[config.mk]
export PLATFORM = sky130hd
export DESIGN_NAME = xmd_queue
export DESIGN_NICKNAME = d
export VERILOG_FILES = /design/src/hw/rtl/xmd_pkg.sv /design/src/hw/rtl/xmd_queue.sv
export VERILOG_INCLUDE_DIRS = /design/src /design/src/hw/rtl
export SDC_FILE = /design/constraint.sdc
export NUM_CORES = 1
export LEC_CHECK = 0
export BUFFER_PORTS_ARGS = -buffer_cell sky130_fd_sc_hd__buf_2
export CORE_MARGIN = 2
export CORE_UTILIZATION = 40
export CTS_CLUSTER_DIAMETER = 200
export DETAILED_ROUTE_END_ITERATION = 10
export PLACE_DENSITY = 0.75
export SYNTH_ARGS = -nofsm -noshare
export SYNTH_HDL_FRONTEND = slang
export SYNTH_SLANG_ARGS = --single-unit
[constraint.sdc]
create_clock -name clock -period 9.4 [get_ports clock]
set_clock_uncertainty 0.05 [all_clocks]
set_input_delay 0.47 -clock clock [delete_from_list [all_inputs] [get_ports clock]]
set_output_delay 0.47 -clock clock [all_outputs]
set_load 0.05 [all_outputs]
[src/hw/rtl/assert_macros.svh]
// assertion macros shared by the rtl files
`ifndef ASSERT_MACROS_SVH
`define ASSERT_MACROS_SVH

// same-cycle implication
`define XMD_ASSERT_IMPL(label, clk, rst, pre, post) \
   label: assert property (@(posedge clk) disable iff (rst) (pre) |-> (post)) \
      else $error("assertion failed");

// next-cycle implication
`define XMD_ASSERT_NEXT(label, clk, rst, pre, post) \
   label: assert property (@(posedge clk) disable iff (rst) (pre) |=> (post)) \
      else $error("assertion failed");

`endif

[src/hw/rtl/xmd_pkg.sv]
// types and constants of the multiply/divide unit
package xmd_pkg;

   localparam logic [2:0] ACT_MUL        = 3'd0;
   localparam logic [2:0] ACT_IMUL       = 3'd1;
   localparam logic [2:0] ACT_DIV        = 3'd2;
   localparam logic [2:0] ACT_IDIV       = 3'd3;
   localparam logic [2:0] ACT_IMUL_TRUNC = 3'd4;

   localparam int DIV_STEPS = 32;

   typedef enum logic [2:0] {
      KIND_NONE,
      KIND_MUL,
      KIND_IMUL,
      KIND_DIV,
      KIND_IDIV
   } kind_type;

   typedef struct packed {
      kind_type    kind;
      logic        err;
      logic        dneg;
      logic        qneg;
      logic [31:0] r;
      logic [31:0] w;
      logic [31:0] d;
   } op_type;

endpackage

[src/hw/rtl/xmd_queue.sv]
// two-entry queue between front and back
module xmd_queue (
   input  logic            clock,
   input  logic            reset,
   input  logic            in_valid,
   output logic            in_ready,
   input  xmd_pkg::op_type in_op,
   output logic            out_valid,
   input  logic            out_ready,
   output xmd_pkg::op_type out_op
);
   `include "assert_macros.svh"

   xmd_pkg::op_type mem_ff [2];
   logic            wr_ff, wr_in;
   logic            rd_ff, rd_in;
   logic [1:0]      cnt_ff, cnt_in;
   logic            push, pop;

   assign in_ready  = cnt_ff != 2'd2;
   assign out_valid = cnt_ff != 2'd0;
   assign out_op    = mem_ff[rd_ff];
   assign push      = in_valid && in_ready;
   assign pop       = out_ready && out_valid;

   always_comb begin
      wr_in  = push ? !wr_ff : wr_ff;
      rd_in  = pop ? !rd_ff : rd_ff;
      cnt_in = cnt_ff + {1'b0, push} - {1'b0, pop};
   end

   always_ff @(posedge clock) begin
      if (reset) begin
         wr_ff  <= 1'b0;
         rd_ff  <= 1'b0;
         cnt_ff <= 2'd0;
      end else begin
         wr_ff  <= wr_in;
         rd_ff  <= rd_in;
         cnt_ff <= cnt_in;
      end
      if (push) begin
         mem_ff[wr_ff] <= in_op;
      end
   end

   `XMD_ASSERT_IMPL(a_cnt_range, clock, reset, 1'b1, (cnt_ff != 2'd3))
endmodule

==> summary.txt <==
status: complete, no violations
Max-slew headroom: 47.85%
WL per Instance: 17.58 um
simple-gate share of the synthesized area: 1.195%
Mean Syn Cell Area: 22.09 um2
Worst-Skew Late Latency: 0.48 ns
final wirelength: 14,380 um
number of distinct library cells after synthesis: 25
Clock Sinks: 209
largest family of logic cells by synthesized area: multiplexers
syn nets: 453
root buffer cell: clkbuf_16
DRT iter0 DRCs: 191
setup tns final: 0 ns
clock share of power: 28.9%
Hold Vio Cnt, Final: 0
period utilisation layout: 34.37%
gr ovfl total: 0
CTS Buf Count: 22
number of global-route vias before repair: 4,287
Total GRT Usage: 13.65%
mux cell area share after synthesis: 15.03%
P_int: 1.793 mW
Sw Ratio: 34.02%
Pins Over Slew Limit: 0
clk slew on worst S/H paths: 0.06 ns
core area: 18,710 um2
total of max-cap violations: 0
HPWL Detailed: 9375 um
CTS Buffer Depth: 3
LEAKAGE: 3.569 nW
global-route wire length before repair: 21,690 um
final cell area excluding filler cells: 9564 um2
CTS tree: yes
Comb pwr share: 27.8%
Pwr per Cell Area: 284.1 nW/um2
post-synthesis sequential area ratio: 81.47%
initial antenna violation count: 1
Worst Setup Start Kind: flip-flop
Syn Inst Count: 346
Seq cells post-synth: 209
Max Fanout on Critical Path: 57
Routed Antenna Nets: 0
setup ws final: 6.169 ns
Hold Path Class: in2reg
max frequency: 309.5 MHz
Compound-Gate Fraction of Synth Area: 0.5730%
WHS: 0.1225 ns
Post-CTS Setup Inserts: 0
RSZ-0062 raised after global routing: false
total number of vias: 3,994
Die Y: 142.2 um
xor and xnor area share after synthesis: 0.1146%
Ys Warns: 0
Worst IR Drop VDD: 181.0 uV
IO buf count: 209
global placer's final weighted congestion: 0.7160
placed inst area: 8907 um2
Fillers: 1,483
drt via density: 4.883
pre-CTS WS: 6.663 ns
Slew @ Worst Pin: 0.7822 ns
endpoints failing setup: 0
# H-tree levels: 1
DR pass1 iterations: 4
fraction of layout cells with a size suffix above 1: 46.40%
antenna cells: 0
synthesis-to-finish area growth: 25.15%
mapped cell area: 7642 um2
Cell Rows: 50
# IOs: 210
hold_buf cts: 0
Synth Area in Adders: 0.1637%
CP Capture Type: output port
critical setup path kind: reg2out
die area: 20,230 um2
drt drc: 0
Sw Pwr: 0.9245 mW
Die Width: 142.2 um
pin count of the biggest net entering global routing: 58
number of gates resized after cts: 0
crit path DAT: 2.71 ns
Seq pwr share: 43.3%
Initial Util: 40.86%
total power: 2.717 mW
post-layout min period: 3.231 ns
area of the multi-input gates: 1310 um2
Critical Path RT: 8.88 ns
Reg area: 6230 um2
Final #Nets: 678
-- cell usage in the layout, fill, tap and decap left out, types with 2 or more instances in the layout --
| cell type | n |
|---|---|
| mux2_1 | 76 |
| buf_4 | 3 |
| nor2_1 | 4 |
| clkbuf_16 | 23 |
| clkbuf_1 | 4 |
| clkinv_2 | 2 |
| dfxtp_1 | 4 |
| buf_2 | 209 |
| edfxtp_1 | 204 |
| mux2_2 | 26 |
| clkinv_1 | 7 |
| nor2b_1 | 2 |
| o21ai_0 | 2 |
-- critical path, stage by stage, from the launching register on --
cell	delay [ns]
dfxtp_4	0.76
buf_4	0.74
mux2_2	0.43
buf_2	0.22
-- state kept, by name, indices dropped and copies added (netlist names), named ones only --
register / flops
mem_ff: 204
wr_ff: 1
cnt_ff: 2
rd_ff: 1
-- Yosys cell counts (all sizes together) --
cell type | number | area (um2)
nor4bb | 1 | 10.01
o21ai | 2 | 10.01
and3 | 2 | 12.51
nand3 | 1 | 5.000
edfxtp | 204 | 6126
nor2 | 4 | 15.01
or2 | 1 | 6.260
nor2b | 2 | 12.51
a21bo | 1 | 10.01
nor3 | 1 | 10.01
nor4 | 1 | 6.260
o21ba | 1 | 10.01
xor2 | 1 | 8.760
dfxtp | 5 | 100.1
mux2 | 102 | 1149
ha | 1 | 12.51
a21oi | 1 | 5.000
nand3b | 1 | 7.510
nand2b | 1 | 6.260
o31a | 1 | 8.760
buf | 11 | 107.6
inv | 1 | 3.750
-- area by class of cell --
type | instances | area share, %
tap | 234 | 3.061
clock buffer | 27 | 6.175
inverter | 1 | 0.06541
timing repair buffer | 212 | 11.17
multi-input combinational | 125 | 13.70
clock inverter | 10 | 0.6934
sequential | 209 | 65.14
-- layer usage --
metal  GRT usage [%]  routed length [um]
met5               0                  16
met3           3.903                1106
met1           15.79                5612
met4           4.579                 300
met2           24.38                7348
-- per-stage QoR --
stage	instances	util, %
after global placement	781	47.62
after CTS	818	51.13
after detailed placement	781	47.62
final	818	51.13
after global routing	818	51.13
after floorplan	346	-
-- cell families (layout without fill, tap and decap cells) --
logic type / after synthesis / count (layout)
AND/OR/NAND/NOR: 15 / 15
AO/OA/AOI/OAI: 6 / 6
flip-flops: 209 / 209
adder cells (fa/ha/maj): 1 / 1
buffers and inverters: 12 / 250
XOR/XNOR: 1 / 1
multiplexers: 102 / 102
-- final timing paths --
check	startpoint	to	slack (ns)	cells past startpoint
hold / removal	in_op[18]	mem_ff[0][18]$_DFFE_PP_	0.12	1
setup reg to reg	cnt_ff[0]$_SDFF_PP0_	mem_ff[1][27]$_DFFE_PP_	6.89	3
setup / recovery	flip-flop	out_op[17]	6.17	3
hold reg to reg	rd_ff$_SDFFE_PP0P_	rd_ff$_SDFFE_PP0P_	0.48	2
-- power by group through the flow --
stage / clock, mW / combinational, mW / sequential (mW)
3_3_place_gp: 0 / 0.751 / 1.19
3_5_place_dp: 0 / 0.762 / 1.20
2_1_floorplan: 0 / 0.629 / 1.17
6_report: 0.785 / 0.756 / 1.18
5_1_grt: 0.843 / 0.792 / 1.19
4_1_cts: 0.808 / 0.766 / 1.18
Power figures use the tool's default switching activity.
