===== src/hw/rtl/assert_macros.svh =====
// assertion macros shared by the rtl files
`ifndef ASSERT_MACROS_SVH
`define ASSERT_MACROS_SVH

// same-cycle implication
`define XMD_ASSERT_IMPL(label, clk, rst, pre, post) \
   label: assert property (@(posedge clk) disable iff (rst) (pre) |-> (post)) \
      else $error("assertion failed");

// next-cycle implication
`define XMD_ASSERT_NEXT(label, clk, rst, pre, post) \
   label: assert property (@(posedge clk) disable iff (rst) (pre) |=> (post)) \
      else $error("assertion failed");

`endif


===== src/hw/rtl/xmd_pkg.sv =====
// types and constants of the multiply/divide unit
package xmd_pkg;

   localparam logic [2:0] ACT_MUL        = 3'd0;
   localparam logic [2:0] ACT_IMUL       = 3'd1;
   localparam logic [2:0] ACT_DIV        = 3'd2;
   localparam logic [2:0] ACT_IDIV       = 3'd3;
   localparam logic [2:0] ACT_IMUL_TRUNC = 3'd4;

   localparam int DIV_STEPS = 32;

   typedef enum logic [2:0] {
      KIND_NONE,
      KIND_MUL,
      KIND_IMUL,
      KIND_DIV,
      KIND_IDIV
   } kind_type;

   typedef struct packed {
      kind_type    kind;
      logic        err;
      logic        dneg;
      logic        qneg;
      logic [31:0] r;
      logic [31:0] w;
      logic [31:0] d;
   } op_type;

endpackage


===== src/hw/rtl/xmd_if.sv =====
// item channel interfaces of the multiply/divide unit
interface xmd_req_if;
   logic        valid;
   logic        ready;
   logic [2:0]  action;
   logic [31:0] acc_low;
   logic [31:0] acc_high;
   logic [31:0] source_operand;
   modport source (output valid, action, acc_low, acc_high, source_operand, input ready);
   modport sink (input valid, action, acc_low, acc_high, source_operand, output ready);
endinterface



===== src/hw/rtl/xmd_front.sv =====
// front stage: accepts items, decodes action, forms operand magnitudes and error checks
module xmd_front (
   input  logic              clock,
   input  logic              reset,
   xmd_req_if.sink           req,
   output logic              out_valid,
   input  logic              out_ready,
   output xmd_pkg::op_type   out_op
);
   logic            v_ff, v_in;
   xmd_pkg::op_type op_ff, op_in;
   logic [63:0]     dvd;
   logic [63:0]     dmag;
   logic [31:0]     smag;

   assign req.ready = !v_ff || out_ready;
   assign out_valid = v_ff;
   assign out_op    = op_ff;

   always_comb begin
      dvd  = {req.acc_high, req.acc_low};
      dmag = req.acc_high[31] ? (~dvd + 64'd1) : dvd;
      smag = req.source_operand[31] ? (~req.source_operand + 32'd1) : req.source_operand;
      op_in      = '0;
      op_in.kind = xmd_pkg::KIND_NONE;
      op_in.d    = req.source_operand;
      unique case (req.action) inside
         xmd_pkg::ACT_MUL: begin
            op_in.kind = xmd_pkg::KIND_MUL;
            op_in.r    = req.acc_low;
         end
         xmd_pkg::ACT_IMUL, xmd_pkg::ACT_IMUL_TRUNC: begin
            op_in.kind = xmd_pkg::KIND_IMUL;
            op_in.r    = req.acc_low;
         end
         xmd_pkg::ACT_DIV: begin
            op_in.kind = xmd_pkg::KIND_DIV;
            op_in.err  = (req.source_operand == 32'd0) ||
                         (req.acc_high >= req.source_operand);
            op_in.r    = op_in.err ? 32'd0 : req.acc_high;
            op_in.w    = req.acc_low;
         end
         xmd_pkg::ACT_IDIV: begin
            op_in.kind = xmd_pkg::KIND_IDIV;
            op_in.err  = (req.source_operand == 32'd0) || (dmag[63:32] >= smag);
            op_in.dneg = req.acc_high[31];
            op_in.qneg = req.acc_high[31] ^ req.source_operand[31];
            op_in.r    = op_in.err ? 32'd0 : dmag[63:32];
            op_in.w    = dmag[31:0];
            op_in.d    = smag;
         end
         default: begin
            op_in.kind = xmd_pkg::KIND_NONE;
         end
      endcase
      v_in = v_ff && !out_ready;
      if (req.valid && req.ready) begin
         v_in = 1'b1;
      end
   end

   always_ff @(posedge clock) begin
      if (reset) begin
         v_ff <= 1'b0;
      end else begin
         v_ff <= v_in;
      end
      if (req.valid && req.ready) begin
         op_ff <= op_in;
      end
   end
endmodule


===== src/flat_wrapper.sv =====
// flat-port wrapper written by rule: the top's interface ports become plain ports
module xmd_front_flat 
  (clock, reset, out_valid, out_ready, out_op, req_valid, req_action, req_acc_low, req_acc_high, req_source_operand, req_ready);
  xmd_req_if req_i ();
  input  logic clock;
  input  logic reset;
  output logic out_valid;
  input  logic out_ready;
  output xmd_pkg::op_type out_op;
  input wire logic [$bits(req_i.valid)-1:0] req_valid;
  input wire logic [$bits(req_i.action)-1:0] req_action;
  input wire logic [$bits(req_i.acc_low)-1:0] req_acc_low;
  input wire logic [$bits(req_i.acc_high)-1:0] req_acc_high;
  input wire logic [$bits(req_i.source_operand)-1:0] req_source_operand;
  output wire logic [$bits(req_i.ready)-1:0] req_ready;
  assign req_i.valid = req_valid;
  assign req_i.action = req_action;
  assign req_i.acc_low = req_acc_low;
  assign req_i.acc_high = req_acc_high;
  assign req_i.source_operand = req_source_operand;
  assign req_ready = req_i.ready;
  xmd_front u_core (.clock(clock), .reset(reset), .req(req_i), .out_valid(out_valid), .out_ready(out_ready), .out_op(out_op));
endmodule

===== config.mk =====
export PLATFORM = sky130hd
export DESIGN_NAME = xmd_front_flat
export DESIGN_NICKNAME = d
export VERILOG_FILES = /design/src/hw/rtl/assert_macros.svh /design/src/hw/rtl/xmd_pkg.sv /design/src/hw/rtl/xmd_if.sv /design/src/hw/rtl/xmd_front.sv /design/src/flat_wrapper.sv
export SDC_FILE = /design/constraint.sdc
export NUM_CORES = 1
export LEC_CHECK = 0
export BUFFER_PORTS_ARGS = -buffer_cell sky130_fd_sc_hd__buf_4
export CAP_MARGIN = 30
export CORE_UTILIZATION = 45
export CTS_BUF_LIST = sky130_fd_sc_hd__clkbuf_2
export DETAILED_ROUTE_END_ITERATION = 10
export GPL_TIMING_DRIVEN = 0
export PLACE_DENSITY_LB_ADDON = 0.25
export RECOVER_POWER = 25
export SETUP_SLACK_MARGIN = 0.4
export SLEW_MARGIN = 30
export SYNTH_ARGS = -nofsm -noshare
export SYNTH_HDL_FRONTEND = slang
export SYNTH_SLANG_ARGS = --single-unit

===== constraint.sdc =====
create_clock -name clock -period 6 [get_ports clock]
set_clock_uncertainty 0.1 [all_clocks]
set_input_delay 0.3 -clock clock [delete_from_list [all_inputs] [get_ports clock]]
set_output_delay 0.3 -clock clock [all_outputs]
set_load 0.02 [all_outputs]

==> impl_metrics.env, run 1 <==
export IMPL_hold_path_class="in2reg"
export IMPL_start_util_pct=46.0
export IMPL_dp_hpwl_um=19900
export IMPL_syn_area_per_cell_um2=9.43
export IMPL_clock_sinks=103
export IMPL_ys_async_sr_fraction_pct=0
export IMPL_synth_cell_area_um2=7940
export IMPL_portBuffers=203
export IMPL_die_x_um=135
export IMPL_firstDrtPassIters=7
export IMPL_ir_drop_mv=0.0821
export IMPL_grt_max_degree=49
export IMPL_die_h_um=135
export IMPL_gr_usage_all_layers_pct=28.8
export IMPL_synth_flop_cell="edfxtp_1"
export IMPL_whs_ns=-0.00132
export IMPL_rsz0062_at_grt="false"
export IMPL_drv_slew=90
export IMPL_tns_ns=0
export IMPL_clock_root_buffer="clkbuf_2"
export IMPL_finalPower_mw=1.91
export IMPL_fmax_mhz=189
export IMPL_cap_viol_max_count=2
export IMPL_finish_utilization_pct=63.8
export IMPL_layout_cells_most_common_list="buf_4 (201), dlygate4sd3_1 (109), edfxtp_1 (102), xnor2_1 (98), nand2_1 (78)"
export IMPL_violations="negative hold slack, max-capacitance violations, max-slew violations"
export IMPL_slowest_delay_ns=0.54
export IMPL_crit_path_frequent_cell="or3_1"
export IMPL_n_fill_cell=1452
export IMPL_worstSetupStartpointType="input port"
export IMPL_path_clk_slew_ns=0.31
export IMPL_status="finished, violations left"
export IMPL_cts_setup_buffers=0
export IMPL_clock_path_buffers=2
export IMPL_cp_max_fo=10
export IMPL_period_share_pct=88.3
export IMPL_core_region_area_um2=17200
export IMPL_gp_congestion=0.908
export IMPL_yosys_warnings=0
export IMPL_ant_nets=0
export IMPL_dpl_cell_count=1272
export IMPL_critPathKind="in2reg"
export IMPL_vias=7849
export IMPL_dr_first_iter_drc_count=621
export IMPL_area_growth_pct=38.5
export IMPL_grt_pass1_vias=7389
export IMPL_synth_seq_cells=103
export IMPL_drt_vias_per_instance=5.61
export IMPL_p_leak_nw=4.53
export IMPL_routed_wl_um=26200
export IMPL_slowest_stage="dlygate4sd3_1"
export IMPL_row_count=48
export IMPL_ys_seq_area_share_pct=38.8
export IMPL_finalHoldViolations=1
export IMPL_worstSetupEndpointType="flop"
export IMPL_cts_tree="yes"
export IMPL_clk_latency_ns=0.68
export IMPL_grt_overflow=0
export IMPL_synthDistinctLibCells=48
export IMPL_cts_made_buffers=9
export IMPL_avgRoutedWirePerCell_um=18.7
export IMPL_placed_area_um2=9790
export IMPL_h_tree_depth=3
export IMPL_drive_gt1_share_pct=19.9
export IMPL_syn_nets=1011
export IMPL_finalNetCount=1336
export IMPL_die_area_um2=18200
export IMPL_netlist_instances=842
export IMPL_crit_required_ns=6.40
export IMPL_final_cells=1399
export IMPL_worstMarginPinSlew_ns=2.58
export IMPL_grt_antenna_before_repair=2
export IMPL_crit_chain="dlygate4sd3_1 > buf_4 > or3_1 > clkbuf_1 > or4_1 > or3_1 > or3_1 > o31ai_1 > xnor2_1 > ha_1 > a21o_1 > a221o_1 > a22oi_1 > o211ai_1 > nor3_4 > clkbuf_1 > nand3_1 > o211ai_1"
export IMPL_final_common_cell="buf_4"
export IMPL_finalSetupViolCount=0
export IMPL_synth_edff_count=102
export IMPL_final_area_um2=11000
export IMPL_slew_headroom_pct=-72.3
export IMPL_drc=0
export IMPL_ios=207
export IMPL_powerDensity_nw_per_um2=174
export IMPL_grt_pass1_wl_um=40000
export IMPL_min_period_ns=5.30
export IMPL_critPathArrivalTime_ns=5.69
[path summary, 6_finish.rpt]
check / startpoint / depth (start not counted) / endpoint / slack [ns]
worst max-delay path: req_source_operand[2] / 18 / u_core.out_op[78] / 0.70
worst min-delay path: req_source_operand[6] / 3 / u_core.out_op[6] / -0.001
worst min register to register: u_core.out_valid / 3 / u_core.out_valid / 1.03
worst max register to register: u_core.out_valid / 3 / u_core.out_op[0] / 2.28
[through the flow]
step	worst slack, ns	hold WS, ns
after floorplan	1.32	0.269
after global placement	0.125	0.356
after detailed placement	0.426	0.362
after CTS	0.567	0.00274
after global routing	0.482	0.0138
final	0.702	-0.00132
[cells in the mapped netlist, drive strengths merged, types with 2 or more instances]
library cell	count	area, µm²
a22oi	2	15.0
o21ai	48	240
a31oi	12	75.1
o211ai	11	82.6
edfxtp	102	3060
buf	3	13.8
xnor2	98	858
nand4	18	113
and2	5	31.3
and4	3	26.3
nand2	78	293
nand3	22	110
nor2b	3	18.8
xor2	18	158
clkbuf	31	116
ha	66	826
nor4	12	75.1
a21o	25	188
nor3	10	50.1
inv	46	173
o41ai	9	97.6
or2	3	18.8
nand2b	4	25.0
nor3b	2	15.0
or4	13	101
a211oi	3	22.5
o31ai	26	200
a22o	22	193
and3	4	25.0
a2111oi	2	17.5
a21oi	37	185
or3	20	130
nor2	75	282
[kinds of logic (layout without fill, tap and decap cells)]
family                     Yosys count  count (layout)  share of synthesized area, %
other                                0               2                             0
DFF                                103             103                          38.8
buffers and inverters               80             410                          3.82
and+or+nand+nor                    275             275                          16.9
xor gates and xnor gates           116             116                          12.8
muxes                                2               2                         0.268
adders and majority gates           66              66                          10.4
AOI/OAI and AO/OA                  200             200                          16.9
[flip-flops by register name, summed over array words and instances, names as in the netlist]
signal	count
u_core.out_op	102
u_core.out_valid	1
[routing by layer]
| metal | GRT usage (%) | wire, µm | vias to the layer above |
|---|---|---|---|
| met1 | 39.7 | 11500 | 3668 |
| met3 | 3.68 | 1840 | 46 |
| met4 | 9.99 | 659 | 0 |
| met5 | 0 | 0 | - |
| li1 | - | - | 3763 |
| met2 | 46.8 | 12200 | 372 |
[area by class of cell]
| class | count | area, µm² | area share [%] |
|---|---|---|---|
| inverters | 46 | 173 | 1.57 |
| repair buffers | 314 | 2620 | 23.8 |
| plain buffers | 34 | 130 | 1.18 |
| flip-flops and latches | 103 | 3080 | 28.1 |
| well taps | 225 | 282 | 2.56 |
| clock inverters | 7 | 80.1 | 0.729 |
| diodes | 2 | 5.00 | 0.0455 |
| clock buffers | 9 | 45.0 | 0.410 |
| multi-input cells | 659 | 4580 | 41.7 |
[worst max-delay path: cells and delay by family]
kind                       cells  cell delay (ns)
AOI/OAI and AO/OA              6             1.32
xor gates and xnor gates       1             0.19
adders and majority gates      1             0.29
buffers and inverters          4             1.35
and+or+nand+nor                6             2.21
[report_power, final]
| group | internal (mW) | total [mW] | switching [mW] |
|---|---|---|---|
| clock | 0.102 | 0.368 | 0.266 |
| combinational | 0.299 | 0.667 | 0.368 |
| sequential | 0.858 | 0.875 | 0.0167 |
[timing repair]
item                       in CTS  in global routing
setup endpoints to repair       0                 30
hold buffers                  109                  0
resized for setup               0                  4
hold endpoints to repair       99                  0
(Power assumes the default switching activity.)
==> run 2, diff against run 1 <==
- ABC_AREA: unset -> 1
- clock period: 6 -> 5.1 ns (I/O delays scaled with it)
==> run 2 against run 1 <==
Against the previous run: the run now ends clean; first-iteration DRC count rose by 72%; synthesized area grew 22%; flip-flop and latch count did not move; total power increased by 23%; sequential power rose by 18%; via count up 42%; cell area rose by 15%; sequential share of layout area shrank 3.7 points; hold slack better by 0.035 ns; synthesized cell count grew 74%; count of clock-buffer cells in the layout unchanged; critical path depth grew 5.
==> impl_metrics.env, run 2 <==
export IMPL_status="finished, final reports clean"
export IMPL_gr_usage_all_layers_pct=35.7
export IMPL_clock_path_buffers=2
export IMPL_final_common_cell="nand2_1"
export IMPL_synth_top_area_share_pct=31.6
export IMPL_critPathKind="in2reg"
export IMPL_syn_area_per_cell_um2=6.60
export IMPL_period_share_pct=85.6
export IMPL_gp_congestion=0.957
export IMPL_post_cts_resized=0
export IMPL_grt_max_degree=23
export IMPL_synth_flop_cell="edfxtp_1"
export IMPL_path_clk_slew_ns=0.30
export IMPL_die_x_um=149
export IMPL_ys_async_sr_fraction_pct=0
export IMPL_ir_drop_mv=0.138
export IMPL_worstMarginPinSlew_ns=1.18
export IMPL_slew_headroom_pct=21.4
export IMPL_avgRoutedWirePerCell_um=19.0
export IMPL_finish_utilization_pct=60.3
export IMPL_min_delay_start="req_acc_high[10]"
export IMPL_grt_antenna_before_repair=1
export IMPL_ant_nets=0
export IMPL_cap_viol_max_count=0
export IMPL_layout_cells_most_common_list="nand2_1 (466), buf_4 (207), nor2_1 (205), inv_1 (188), nand3_1 (115)"
export IMPL_grt_pass1_wl_um=58400
export IMPL_finalHoldViolations=0
export IMPL_syn_nets=1635
export IMPL_firstDrtPassIters=5
export IMPL_ys_seq_area_share_pct=31.9
export IMPL_netlist_instances=1466
export IMPL_core_region_area_um2=21000
export IMPL_largest_register_ffs=102
export IMPL_min_period_ns=4.37
export IMPL_routed_wl_um=39200
export IMPL_vias=11200
export IMPL_ios=207
export IMPL_worstSetupEndpointType="flop"
export IMPL_row_count=53
export IMPL_drive_gt1_share_pct=16.7
export IMPL_portBuffers=206
export IMPL_rsz0062_at_grt="false"
export IMPL_h_tree_depth=3
export IMPL_clk_latency_ns=0.67
export IMPL_grt_overflow=0
export IMPL_ys_top_cells_by_count="nand2_1 (466), nor2_1 (204), inv_1 (188), nand3_1 (115), edfxtp_1 (102)"
export IMPL_synth_seq_cells=103
export IMPL_dr_first_iter_drc_count=1066
export IMPL_drt_vias_per_instance=5.41
export IMPL_whs_ns=0.0341
export IMPL_area_growth_pct=30.9
export IMPL_p_leak_nw=6.08
export IMPL_clock_sinks=103
export IMPL_crit_required_ns=5.55
export IMPL_start_util_pct=46.0
export IMPL_final_area_um2=12700
export IMPL_hold_path_class="in2reg"
export IMPL_r2r_start="u_core.out_valid"
export IMPL_finalNetCount=1952
export IMPL_dp_hpwl_um=30900
export IMPL_tns_ns=0
export IMPL_die_area_um2=22100
export IMPL_clock_root_buffer="clkbuf_2"
export IMPL_synthDistinctLibCells=40
export IMPL_synth_edff_count=102
export IMPL_powerDensity_nw_per_um2=185
export IMPL_yosys_area_top_type="edfxtp_1"
export IMPL_placed_area_um2=11700
export IMPL_critPathLaunch="req_acc_low[1]"
export IMPL_cts_made_buffers=9
export IMPL_critPathArrivalTime_ns=4.81
export IMPL_grt_pass1_vias=10500
export IMPL_cts_setup_buffers=0
export IMPL_netlist_top_cells_area="edfxtp_1 (32%), nand2_1 (18%), ha_1 (8.5%), nor2_1 (7.9%), inv_1 (7.3%)"
export IMPL_die_h_um=149
export IMPL_synth_most_common_cell="nand2_1"
export IMPL_reg2reg_slack_ns=2.17
export IMPL_finalSetupViolCount=0
export IMPL_yosys_warnings=0
export IMPL_fmax_mhz=229
export IMPL_cp_max_fo=8
export IMPL_drv_slew=0
export IMPL_cts_tree="yes"
export IMPL_worstSetupStartpointType="input port"
export IMPL_synth_cell_area_um2=9680
export IMPL_drc=0
run 2: per-layer routing:
layer  up-vias  wire length [µm]  track usage [%]
met5         -                 0                0
met4         0              1120             12.7
met3        76              3660             4.97
met2       581             17800             57.2
met1      5138             16700             48.8
li1       5369                 -                -
run 2: critical path, cell delays in order:
cell,delay (ns)
dlygate4sd3_1,0.55
buf_4,0.15
inv_1,0.08
ha_1,0.19
nand3_2,0.22
nor2_1,0.38
inv_1,0.19
nor2_1,0.22
nand2_1,0.07
nand2_1,0.06
nand2_1,0.06
a21oi_2,0.19
ha_1,0.26
nand2_1,0.07
a21oi_1,0.04
nor2_1,0.09
nand2_1,0.06
nand2_1,0.07
nand3_1,0.11
a21oi_1,0.60
nand2_1,0.18
nand3_1,0.12
dlygate4sd3_1,0.56
run 2: what timing repair did:
item | in CTS | in global routing
endpoints found under the setup margin | 0 | 0
endpoints found under the hold margin | 103 | 1
hold buffers | 94 | 1
run 2: path summary, 6_finish.rpt:
kind                       endpoint  cells after the start
setup / recovery  u_core.out_op[64]                     23
hold / removal    u_core.out_op[74]                      5
setup reg to reg  u_core.out_op[76]                      4
hold reg to reg    u_core.out_valid                      3
run 2: area by class of cell:
type | count | area [µm²]
diodes | 1 | 2.50
plain buffers | 37 | 166
well taps | 275 | 344
fillers | 2054 | 8350
repair buffers | 306 | 2530
inverters | 195 | 732
multi-input cells | 1131 | 5690
clock inverters | 7 | 77.6
flip-flops and latches | 103 | 3080
clock buffers | 9 | 45.0
run 2: kinds of logic (layout without fill, tap and decap cells):
logic type / Yosys count / in the layout / synth area share [%]
AOI/OAI and AO/OA: 165 / 165 / 9.08
buffers and inverters: 232 / 554 / 9.28
xor gates and xnor gates: 28 / 28 / 2.77
other: 0 / 1 / 0
adders and majority gates: 66 / 66 / 8.53
DFF: 103 / 103 / 31.9
and+or+nand+nor: 872 / 872 / 38.5
run 2: through the flow:
stage	instances	worst slack, ns	total power, mW
finish	2064	0.732	2.34
global route	2064	0.587	2.45
CTS	2062	0.898	2.34
detailed placement	1952	1.23	1.86
global placement	1947	0.0895	1.84
floorplan	1466	1.28	1.50
run 2: report_power, final:
| group | switching [mW] | leakage, nW | internal [mW] |
|---|---|---|---|
| sequential | 0.0183 | 1.02 | 1.01 |
| clock | 0.352 | 0.0706 | 0.0825 |
| combinational | 0.550 | 4.99 | 0.335 |
| total | 0.921 | 6.08 | 1.42 |
